==> config.mk <==
export PLATFORM = sky130hd
export DESIGN_NAME = nca_cell
export DESIGN_NICKNAME = d
export VERILOG_FILES = /design/src/rtl/nca_pkg.sv /design/src/rtl/nca_cell.sv
export SDC_FILE = /design/constraint.sdc
export NUM_CORES = 1
export LEC_CHECK = 0
export ABC_AREA = 1
export BUFFER_PORTS_ARGS = -buffer_cell sky130_fd_sc_hd__buf_2
export CELL_PAD_IN_SITES_DETAIL_PLACEMENT = 1
export CELL_PAD_IN_SITES_GLOBAL_PLACEMENT = 2
export CORE_AREA = 3 3 227 229
export CTS_CLUSTER_DIAMETER = 40
export CTS_CLUSTER_SIZE = 40
export DETAILED_ROUTE_END_ITERATION = 10
export DIE_AREA = 0 0 230 232
export PLACE_DENSITY = 0.81
export SLEW_MARGIN = 20
export SYNTH_ARGS = -nofsm -noshare
export SYNTH_HDL_FRONTEND = slang
export SYNTH_SLANG_ARGS = --single-unit
==> constraint.sdc <==
create_clock -name i_clk -period 6.6 [get_ports i_clk]
set_input_delay 0.99 -clock i_clk [delete_from_list [all_inputs] [get_ports i_clk]]
set_output_delay 0.99 -clock i_clk [all_outputs]
set_load 0.01 [all_outputs]
==> src/rtl/nca_pkg.sv <==
// Shared constants, codes and types for the nearest-centroid assignment block.
// No dependencies; every other file but nca_ram imports this package.
package nca_pkg;

    localparam int MAX_CLUSTERS = 16;
    localparam int MAX_FEATURES = 16;
    localparam int STORE_DEPTH  = MAX_CLUSTERS * MAX_FEATURES;
    localparam int ADDR_W       = $clog2(STORE_DEPTH);

    // field widths of the transactions
    localparam int CIDX_W  = 4;
    localparam int FIDX_W  = 4;
    localparam int VALUE_W = 16;
    localparam int NEAR_W  = 4;
    localparam int COUNT_W = 5;
    localparam int LIMIT_W = 36;
    localparam int CFG_IDX_W = 1;

    // datapath widths
    localparam int DIFF_W = VALUE_W + 1;
    localparam int SQ_W   = 2 * VALUE_W;
    localparam int SUM_W  = 37;
    localparam int CELL_W = $clog2(MAX_CLUSTERS);
    localparam int USE_W  = $clog2(MAX_CLUSTERS + 1);
    localparam int CMP_W  = (USE_W > COUNT_W) ? USE_W : COUNT_W;

    localparam logic [SUM_W-1:0]   SUM_MAX     = {SUM_W{1'b1}};
    localparam logic [COUNT_W-1:0] RESET_COUNT = COUNT_W'(16);
    localparam logic [LIMIT_W-1:0] RESET_LIMIT = LIMIT_W'((1 << 16) - 1);

    // operation codes
    localparam logic OP_LOAD     = 1'b0;
    localparam logic OP_CLASSIFY = 1'b1;

    // configuration register indexes
    localparam logic [CFG_IDX_W-1:0] CFG_CLUSTER_COUNT  = CFG_IDX_W'(0);
    localparam logic [CFG_IDX_W-1:0] CFG_DISTANCE_LIMIT = CFG_IDX_W'(1);

    // token handed from cell to cell: a record feature or the compare sweep
    typedef struct packed {
        logic                      feat;
        logic                      cmp;
        logic signed [VALUE_W-1:0] value;
        logic [LIMIT_W-1:0]        best;
        logic [CELL_W-1:0]         who;
        logic                      found;
    } t_token;

    // centroid component broadcast from the store read port
    typedef struct packed {
        logic                      valid;
        logic signed [VALUE_W-1:0] data;
    } t_bus;

endpackage

==> src/rtl/nca_cell.sv <==
// One cluster cell: holds that cluster's distance sum, squares and adds
// feature differences, and takes part in the compare sweep. Uses nca_pkg.
module nca_cell import nca_pkg::*; (
    input  logic              i_clk,
    input  logic              i_rst_n,
    input  logic [CELL_W-1:0] i_index,
    input  logic [USE_W-1:0]  i_in_use,
    input  t_bus              i_bus,
    input  t_token            i_tok,
    output t_token            o_tok
);

    t_token                    r_tok;
    logic signed [DIFF_W-1:0]  r_diff;
    logic signed [DIFF_W-1:0]  n_diff;
    logic                      r_diff_v;
    logic                      n_diff_v;
    logic [SQ_W-1:0]           r_sq;
    logic [SQ_W-1:0]           n_sq;
    logic                      r_sq_v;
    logic [SUM_W-1:0]          r_sum;
    logic [SUM_W-1:0]          n_sum;
    logic signed [2*DIFF_W-1:0] w_prod;
    logic [SUM_W:0]            w_acc;
    logic                      w_active;
    logic                      w_better;

    always_comb begin
        w_active = USE_W'(i_index) < i_in_use;

        // a cell out of use keeps its sum: an older feature token passing
        // while the next feature is on the bus must not add to it
        n_diff_v = r_tok.feat && i_bus.valid && w_active;
        n_diff   = DIFF_W'(i_bus.data) - DIFF_W'(r_tok.value);
        w_prod   = r_diff * r_diff;
        n_sq     = w_prod[SQ_W-1:0];
        w_acc    = {1'b0, r_sum} + (SUM_W + 1)'(r_sq);

        w_better = r_tok.cmp && w_active && (r_sum < SUM_W'(r_tok.best));

        n_sum = r_sum;
        if (r_tok.cmp) begin
            n_sum = '0;                          // sweep clears every sum
        end else if (r_sq_v) begin
            n_sum = w_acc[SUM_W] ? SUM_MAX : w_acc[SUM_W-1:0];
        end

        o_tok = r_tok;
        if (w_better) begin
            o_tok.best  = r_sum[LIMIT_W-1:0];
            o_tok.who   = i_index;
            o_tok.found = 1'b1;
        end
    end

    always_ff @(posedge i_clk) begin
        if (!i_rst_n) begin
            r_tok.feat <= 1'b0;
            r_tok.cmp  <= 1'b0;
            r_diff_v   <= 1'b0;
            r_sq_v     <= 1'b0;
            r_sum      <= '0;
        end else begin
            r_tok    <= i_tok;
            r_diff_v <= n_diff_v;
            r_sq_v   <= r_diff_v;
            r_sum    <= n_sum;
        end
    end

    always_ff @(posedge i_clk) begin
        r_diff <= n_diff;
        r_sq   <= n_sq;
    end

endmodule

==> results_dict.tcl, run 1 <==
set metrics [dict create \
    outcome "finished, final reports clean" \
    cts.path.max_buffers 2 \
    syn_nets 2875 \
    drtAntennaViolNets 0 \
    dieArea_um2 53400 \
    cp-start-kind "flip-flop" \
    vias 14800 \
    worstReg2RegStart "r_diff[6]" \
    nets 2995 \
    multiInputGateArea_um2 12500 \
    end_kind "flip-flop" \
    fin_setup_tns_ps 0 \
    die_h_um 232 \
    slew_headroom_pct 55.4 \
    h-tree-depth 4 \
    timing.final.crit_period_ps 6130 \
    clk_pin_slew_ps 70 \
    drv_cap 0 \
    syn_area_um2 18800 \
    grt_overflow 0 \
    reg2reg_depth 22 \
    yosysWarnings 0 \
    layout_common_cells "627 x inv_1, 479 x nand2_1, 258 x fa_1" \
    io_buffers 145 \
    drt_wl_total_um 51300 \
    rrSetupSlack_ps 470 \
    ys_types 48 \
    async_flop_share_pct 0 \
    yosysSeqAreaShare_pct 18.6 \
    antennaDiodeCount 0 \
    num_io_pins 146 \
    core_area_um2 49900 \
    grt_pass1_vias 16700 \
    top_layer_used "met4" \
    grt_max_degree 82 \
    ff_latch_area_um2 3490 \
    synth-main-ff-cell "dfxtp_1" \
    grtUsageTotal_pct 20.0 \
    place_hpwl_um 44600 \
    gp_congestion 0.848 \
    skew_ps 14.9 \
    numCtsBuffers 17 \
    grt_antenna_before_repair 0 \
    wl_per_cell_um 16.2 \
    drc 0 \
    synth_top_area_cell "fa_1" \
    crit_path_start "r_diff[6]" \
    required_ps 6950 \
    cts-root-buf "clkbuf_16" \
    synth_area_leaders "fa_1 28%, inv_1 13%, ha_1 11%, nand2_1 9.6%, dfxtp_1 9.5%" \
    cp_max_fo 13 \
    crit_path_end "r_sq[31]" \
    drv_slew 0 \
    wl_met2_um 26600 \
    die_x_um 230 \
    synth_largest_type_area_fraction_pct 27.5 \
    syn_to_final_growth_pct 10.8 \
    avgViaCountPerCell 4.69 \
    start_util_pct 37.7 \
    drive_gt1_share_pct 10.2 \
    clkLatencyLatePin_ps 470 \
    finalHoldViolCount 0 \
    setup_viol 0 \
    r2r_end "r_sq[31]" \
    num_rows 82 \
    synth-seq-cells 146 \
    cp_data_arrival_time_ps 6470 \
    wirelength_met1_um 22900 \
    syn_inst 2359 \
    tritoncts "built" \
    postCtsHoldBufs 0 \
    grt_pass1_wl_um 84900 \
    fillers 6176 \
    post_cts_buffers 0 \
    rsz0062_at_grt "false" \
    met3RoutedLength_um 1120 \
    synth_edf_count 57 \
    final_common_cell "inv_1" \
    worstHoldPathType "flip-flop to flip-flop" \
    max_freq_mhz 163 \
    criticalPathCategory "flip-flop to flip-flop" \
    finalCritPeriodShare_pct 92.9 \
    first_iter_violations 366 \
    clkSinkCount 146 \
    tightest_slew_ps 667 \
    firstDrtPassIters 5 \
    cts_resized 0 \
    avgSynthCellArea_um2 7.96 \
]
stage by stage:
stage          cell area, um2  setup slack, ps  util, %  std cells  hold slack, ps
2_1_floorplan           18800              835        -       2359             329
3_3_place_gp            20200              522     40.5       3131             402
3_5_place_dp            20200              449     40.5       3131             405
4_1_cts                 20800              436     41.7       3163             423
5_1_grt                 20800              117     41.7       3164             447
6_report                20800              471     41.7       3164             417
cells in the mapped netlist (8+ instances only):
master	instances
nand3_1	56
edfxtp_1	57
nor2_2	8
a21oi_1	106
clkbuf_1	37
dfxtp_1	89
nand2_1	479
ha_1	171
nand4_1	18
xnor2_1	29
o21ai_0	93
fa_1	258
a21o_1	12
nor3_1	12
o21ai_1	16
buf_4	22
a21oi_2	12
o21bai_1	9
nor2_1	124
inv_1	627
xor2_1	48
state kept, by name (all words and copies together), names as in the netlist:
name and flops:
o_tok 18, r_diff 17, r_diff_v 1, r_sq 31
r_sq_v 1, r_sum 37, r_tok 41
layout make-up:
type | instances | area share, %
multi-input cells | 1508 | 60.2
inverters | 634 | 11.4
clock inverters | 13 | 0.818
well taps | 672 | 4.04
clock buffers | 19 | 2.13
flip-flops and latches | 146 | 16.8
repair buffers | 172 | 4.53
cell families (layout without fill, tap and decap cells):
kind of cell / after synthesis / count (layout) / share of synthesized area (%)
AND/OR/NAND/NOR: 729 / 729 / 16.0
XOR/XNOR: 77 / 77 / 3.59
adder cells (fa/ha/maj): 429 / 429 / 38.9
buffers and inverters: 705 / 838 / 14.7
flip-flops: 146 / 146 / 18.6
AO/OA/AOI/OAI: 273 / 273 / 8.17
per-layer routing:
metal  GRT usage (%)  vias up
met1            24.4     7326
li1                -     7306
met4            4.38        0
met3            2.37       41
met2            37.7      169
met5               0        -
how the worst min path moves through the flow:
stage / from / endpoint / cells past startpoint
6_report: r_diff_v / r_sq_v / 2
5_1_grt: r_diff_v / r_sq_v / 2
4_1_cts: r_diff_v / r_sq_v / 2
3_5_place_dp: r_diff_v / r_sq_v / 2
3_3_place_gp: r_diff_v / r_sq_v / 2
2_1_floorplan: r_diff[0] / r_sq[0] / 0
worst max-delay path, stage by stage (launching register included):
cell and delay [ps]:
dfxtp_1 700, buf_4 250, nor2_1 70, fa_1 490
fa_1 560, inv_1 60, fa_1 540, inv_1 60
fa_1 520, fa_1 560, inv_1 60, fa_1 530
inv_1 40, ha_1 370, nand2_1 130, nor2_1 160
nor3b_1 260, nand4_1 120, nand3_1 210, a21o_1 170
inv_1 40, nand2_1 50, nand2_1 50
Power of run 1 is not shown: default switching activity piles up to over one toggle a cycle in this logic, so the estimate is an artifact.
==> inputs of run 2 (changes only) <==
PLACE_DENSITY = 0.84   (was 0.81)
==> run 2 against run 1 <==
  * Fmax fell by 1.7%
  * Sequential share of layout area rose by 0.064 points
  * Critical endpoint unchanged
  * Final area fell by 0.34%
  * Die area did not move
  * Utilization fell by 0.14 points
  * Highest routed layer unchanged
==> results_dict.tcl, run 2 (same netlist as run 1, synthesis figures left out) <==
set metrics [dict create \
    outcome "finished, final reports clean" \
    grt_max_degree 82 \
    syn_to_final_growth_pct 10.4 \
    wl_per_cell_um 16.1 \
    gp_congestion 0.877 \
    num_rows 82 \
    io_buffers 145 \
    max_freq_mhz 160 \
    whs_endpoint "r_sq_v" \
    cp_max_fo 10 \
    grt_antenna_before_repair 0 \
    cts_resized 0 \
    final_cell_area_um2 20700 \
    clkSinkCount 146 \
    die_h_um 232 \
    setup_viol 0 \
    nets 2990 \
    drv_slew 0 \
    largestRegisters "r_tok (41), r_sum (37), r_sq (31)" \
    finalHoldViolCount 0 \
    die_x_um 230 \
    vias 14800 \
    largest_register_ffs 41 \
    cp-start-kind "flip-flop" \
    r2r_end "r_sq[31]" \
    cp_data_arrival_time_ps 6600 \
    min_path_cells 2 \
    skew_ps 13.0 \
    dpl_cell_area_um2 20100 \
    fin_setup_tns_ps 0 \
    h-tree-depth 4 \
    drtAntennaViolNets 0 \
    worstReg2RegStart "r_diff[16]" \
    layout_common_cells "627 x inv_1, 479 x nand2_1, 258 x fa_1" \
    grt_pass1_wl_um 85500 \
    drc 0 \
    core_area_um2 49900 \
    avgViaCountPerCell 4.68 \
    tritoncts "built" \
    drt_wl_total_um 50800 \
    dieArea_um2 53400 \
    drv_cap 0 \
    rrSetupSlack_ps 370 \
    place_hpwl_um 44200 \
    end_kind "flip-flop" \
    slew_headroom_pct 33.4 \
    worstHoldPathType "flip-flop to flip-flop" \
    finalCritPeriodShare_pct 94.4 \
    cts-root-buf "clkbuf_16" \
    clkLatencyLatePin_ps 470 \
    clk_pin_slew_ps 70 \
    grtUsageTotal_pct 20.1 \
    required_ps 6960 \
    grt_pass1_vias 17100 \
    numCtsBuffers 17 \
    antennaDiodeCount 0 \
    grt_overflow 0 \
    max_flop_register "r_tok" \
    post_cts_buffers 0 \
    start_util_pct 37.7 \
    cts.path.max_buffers 2 \
    criticalPathCategory "flip-flop to flip-flop" \
    reg2reg_depth 21 \
    num_io_pins 146 \
    final_common_cell "inv_1" \
    first_iter_violations 364 \
    firstDrtPassIters 4 \
    timing.final.crit_period_ps 6230 \
    tightest_slew_ps 997 \
    min_from "r_diff_v" \
    drive_gt1_share_pct 10.1 \
    postCtsHoldBufs 0 \
    rsz0062_at_grt "false" \
]
==> run 2: layout make-up <==
cell class / instances / area, um2
Fill cell: 6165 / 29100
Multi-Input combinational cell: 1508 / 12500
Sequential cell: 146 / 3490
Inverter: 634 / 2380
Timing Repair Buffer: 167 / 893
Tap cell: 672 / 841
Clock buffer: 17 / 425
Clock inverter: 15 / 165
==> run 2: worst max-delay path, stage by stage (launching register included) <==
cell and delay [ps]:
dfxtp_1 510, clkinv_1 320, or2_2 370, fa_1 530, inv_1 50, fa_1 500
fa_1 520, fa_1 530, fa_1 550, inv_1 50, fa_1 530, inv_1 40
ha_1 350, nand2_1 150, nor2_1 150, nor3b_1 310, nand4_1 140, nand3_1 210
a21o_1 160, inv_1 40, nand2_1 60, nand2_1 40
==> run 2: through the flow <==
stage | util [%] | instances | hold WS [ps] | setup WS, ps
floorplan | - | 2359 | 329 | 835
global placement | 40.4 | 3127 | 403 | 424
detailed placement | 40.4 | 3127 | 403 | 300
CTS | 41.6 | 3159 | 426 | 271
global route | 41.6 | 3159 | 439 | 29.0
finish | 41.6 | 3159 | 420 | 367
==> run 2: how the worst max path moves through the flow <==
stage	from	end	slack, ps	cells past startpoint
after CTS	r_diff[5]	r_sq[30]	270	18
after global placement	r_diff[5]	r_sq[25]	420	20
after detailed placement	r_diff[5]	r_sq[30]	300	18
after floorplan	r_diff[16]	r_sq[30]	840	22
final	r_diff[16]	r_sq[31]	370	21
after global routing	r_diff[16]	r_sq[31]	30	23
==> run 2: layer usage <==
layer / routed length [um] / GRT usage [%] / vias to the layer above
met5: 0 / 0 / -
met4: 1410 / 6.76 / 0
met3: 1260 / 2.58 / 64
met2: 26300 / 37.6 / 190
met1: 21900 / 23.7 / 7242
li1: - / - / 7302
Power of run 2 is left out for the same reason.
==> inputs of run 3 (changes only) <==
CORE_AREA = 3 3 239 241   (was 3 3 227 229)
DIE_AREA = 0 0 242 244   (was 0 0 230 232)
PLACE_DENSITY = 0.8   (was 0.84)
clock period = 5.4 ns   (was 6.6 ns; I/O delays follow)
==> run 3 against run 2 <==
  * Utilization is 0.21 points higher
  * Critical path type unchanged
  * Critical path depth is 2 higher
  * Routed wire length is 6.7% higher
  * Die area is 11% higher
  * Global-route usage is 1.6 points lower
  * Register-to-register slack worse by 400 ps
  * Non-clock buffer count is 156 higher
  * The run now ends with setup timing left
  * Final area is 11% higher
  * Setup slack worse by 400 ps
  * Worst hold slack better by 18 ps
  * Cell count is 7.4% higher
==> results_dict.tcl, run 3 (same netlist as run 1, synthesis figures left out) <==
set metrics [dict create \
    outcome "finished with violations" \
    violations "setup timing" \
    h-tree-depth 4 \
    final_common_cell "inv_1" \
    clkLatencyLatePin_ps 480 \
    drtAntennaViolNets 0 \
    max_flop_register "r_tok" \
    timing.final.crit_period_ps 5430 \
    drt_wl_total_um 54300 \
    cp-start-kind "flip-flop" \
    layout_common_cells "609 x inv_1, 434 x nand2_1, 250 x fa_1" \
    wl_met2_um 29500 \
    cts-root-buf "clkbuf_16" \
    drive_gt1_share_pct 21.7 \
    finalCritPeriodShare_pct 101 \
    required_ps 5790 \
    nets 3146 \
    grt_pass1_vias 17900 \
    min_from "r_diff_v" \
    fillers 6687 \
    grt_max_degree 60 \
    avgViaCountPerCell 4.58 \
    criticalPathCategory "flip-flop to flip-flop" \
    clk_pin_slew_ps 70 \
    setup_ws_ps -28.6 \
    worstHoldPathType "flip-flop to flip-flop" \
    grt_pass1_wl_um 87900 \
    worstReg2RegStart "r_diff[2]" \
    top_layer_used "met4" \
    met3RoutedLength_um 1330 \
    num_rows 86 \
    rsz0062_at_grt "true" \
    r2r_end "r_sq[24]" \
    cp_data_arrival_time_ps 5820 \
    io_buffers 145 \
    min_path_cells 2 \
    gp_congestion 0.874 \
    drv_cap 0 \
    end_kind "flip-flop" \
    finalHoldViolCount 0 \
    place_hpwl_um 45900 \
    syn_to_final_growth_pct 22.6 \
    drv_slew 0 \
    cts.path.max_buffers 2 \
    placed_cells 3332 \
    drc 0 \
    rrSetupSlack_ps -30 \
    cp_max_fo 6 \
    grt_overflow 0 \
    core_area_um2 55100 \
    tritoncts "built" \
    wl_per_cell_um 16.0 \
    first_iter_violations 343 \
    die_h_um 244 \
    grt_antenna_before_repair 2 \
    num_io_pins 146 \
    whs_endpoint "r_sq_v" \
    tightest_slew_ps 830 \
    numCtsBuffers 17 \
    largest_register_ffs 41 \
    wirelength_met1_um 22200 \
    skew_ps 12.2 \
    dieArea_um2 59000 \
    reg2reg_depth 23 \
    slew_headroom_pct 44.6 \
    grtUsageTotal_pct 18.5 \
    die_x_um 242 \
    firstDrtPassIters 6 \
    largestRegisters "r_tok (41), r_sum (37), r_sq (31)" \
    setup_viol 2 \
    clkSinkCount 146 \
    start_util_pct 34.1 \
    vias 15500 \
    max_freq_mhz 184 \
    finalNonFillerCells 3393 \
]
## run 3: cell types whose count changed in the layout (fill, tap and decap cells not counted), moves of 21 or more
cell,delta
ha_1,-22
ha_4,+21
nand2_2,+29
buf_4,+132
nand2_1,-45
## run 3: layout make-up
cell class	count	area, um2	area share (%)
Sequential cell	146	3540	15.4
Multi-Input combinational cell	1508	13400	58.1
Timing Repair Buffer	323	2190	9.52
Inverter	634	2390	10.4
Clock buffer	18	429	1.86
Antenna cell	2	5.00	0.0217
Tap cell	748	936	4.07
Clock inverter	14	145	0.630
## run 3: worst max-delay path, cell delays in order (launching register included)
cell and delay [ps]:
dfxtp_4 360, buf_12 140, nand2_4 60, inv_2 40
fa_2 590, inv_4 60, fa_1 520, inv_2 40
fa_1 520, fa_2 450, fa_1 500, inv_1 50
fa_1 500, inv_2 50, ha_4 300, nand2_4 70
inv_2 60, nand2_4 60, nor3_4 230, nand4_1 220
nand3_2 180, nand3_2 110, nand2_2 70, xor2_1 160
## run 3: metal layers
metal / GRT usage (%) / vias to the layer above
li1: - / 7612
met1: 20.7 / 7654
met2: 36.2 / 195
met3: 2.76 / 68
met4: 5.50 / 0
met5: 0 / -
## run 3: stage by stage
stage / hold WS, ps / setup slack [ps] / instance area [um2] / TNS (ps) / utilization [%]
after global routing: 463 / -221 / 23000 / -1310 / 41.8
after detailed placement: 410 / -516 / 21200 / -4340 / 38.6
after global placement: 409 / -418 / 21200 / -2640 / 38.6
final: 438 / -28.6 / 23000 / -42.2 / 41.8
after floorplan: 330 / -8.72 / 18900 / -8.72 / -
after CTS: 434 / -59.0 / 22200 / -141 / 40.3
## run 3: timing repair
action | in CTS | in global routing
hold buffers | 0 | 0
gates cloned | 0 | 0
pin swaps | 44 | 112
setup endpoints to repair | 18 | 19
resized for setup | 74 | 180
setup buffers | 8 | 20
## run 3: how the worst max path moves through the flow
stage | to | slack (ps) | start
after global placement | r_sq[24] | -420 | r_diff[7]
final | r_sq[24] | -30 | r_diff[2]
after detailed placement | r_sq[24] | -520 | r_diff[12]
after global routing | r_sq[24] | -220 | r_diff[16]
after CTS | r_sq[24] | -60 | r_diff[16]
after floorplan | r_sq[30] | -9 | r_diff[16]
Power of run 3 is left out for the same reason.
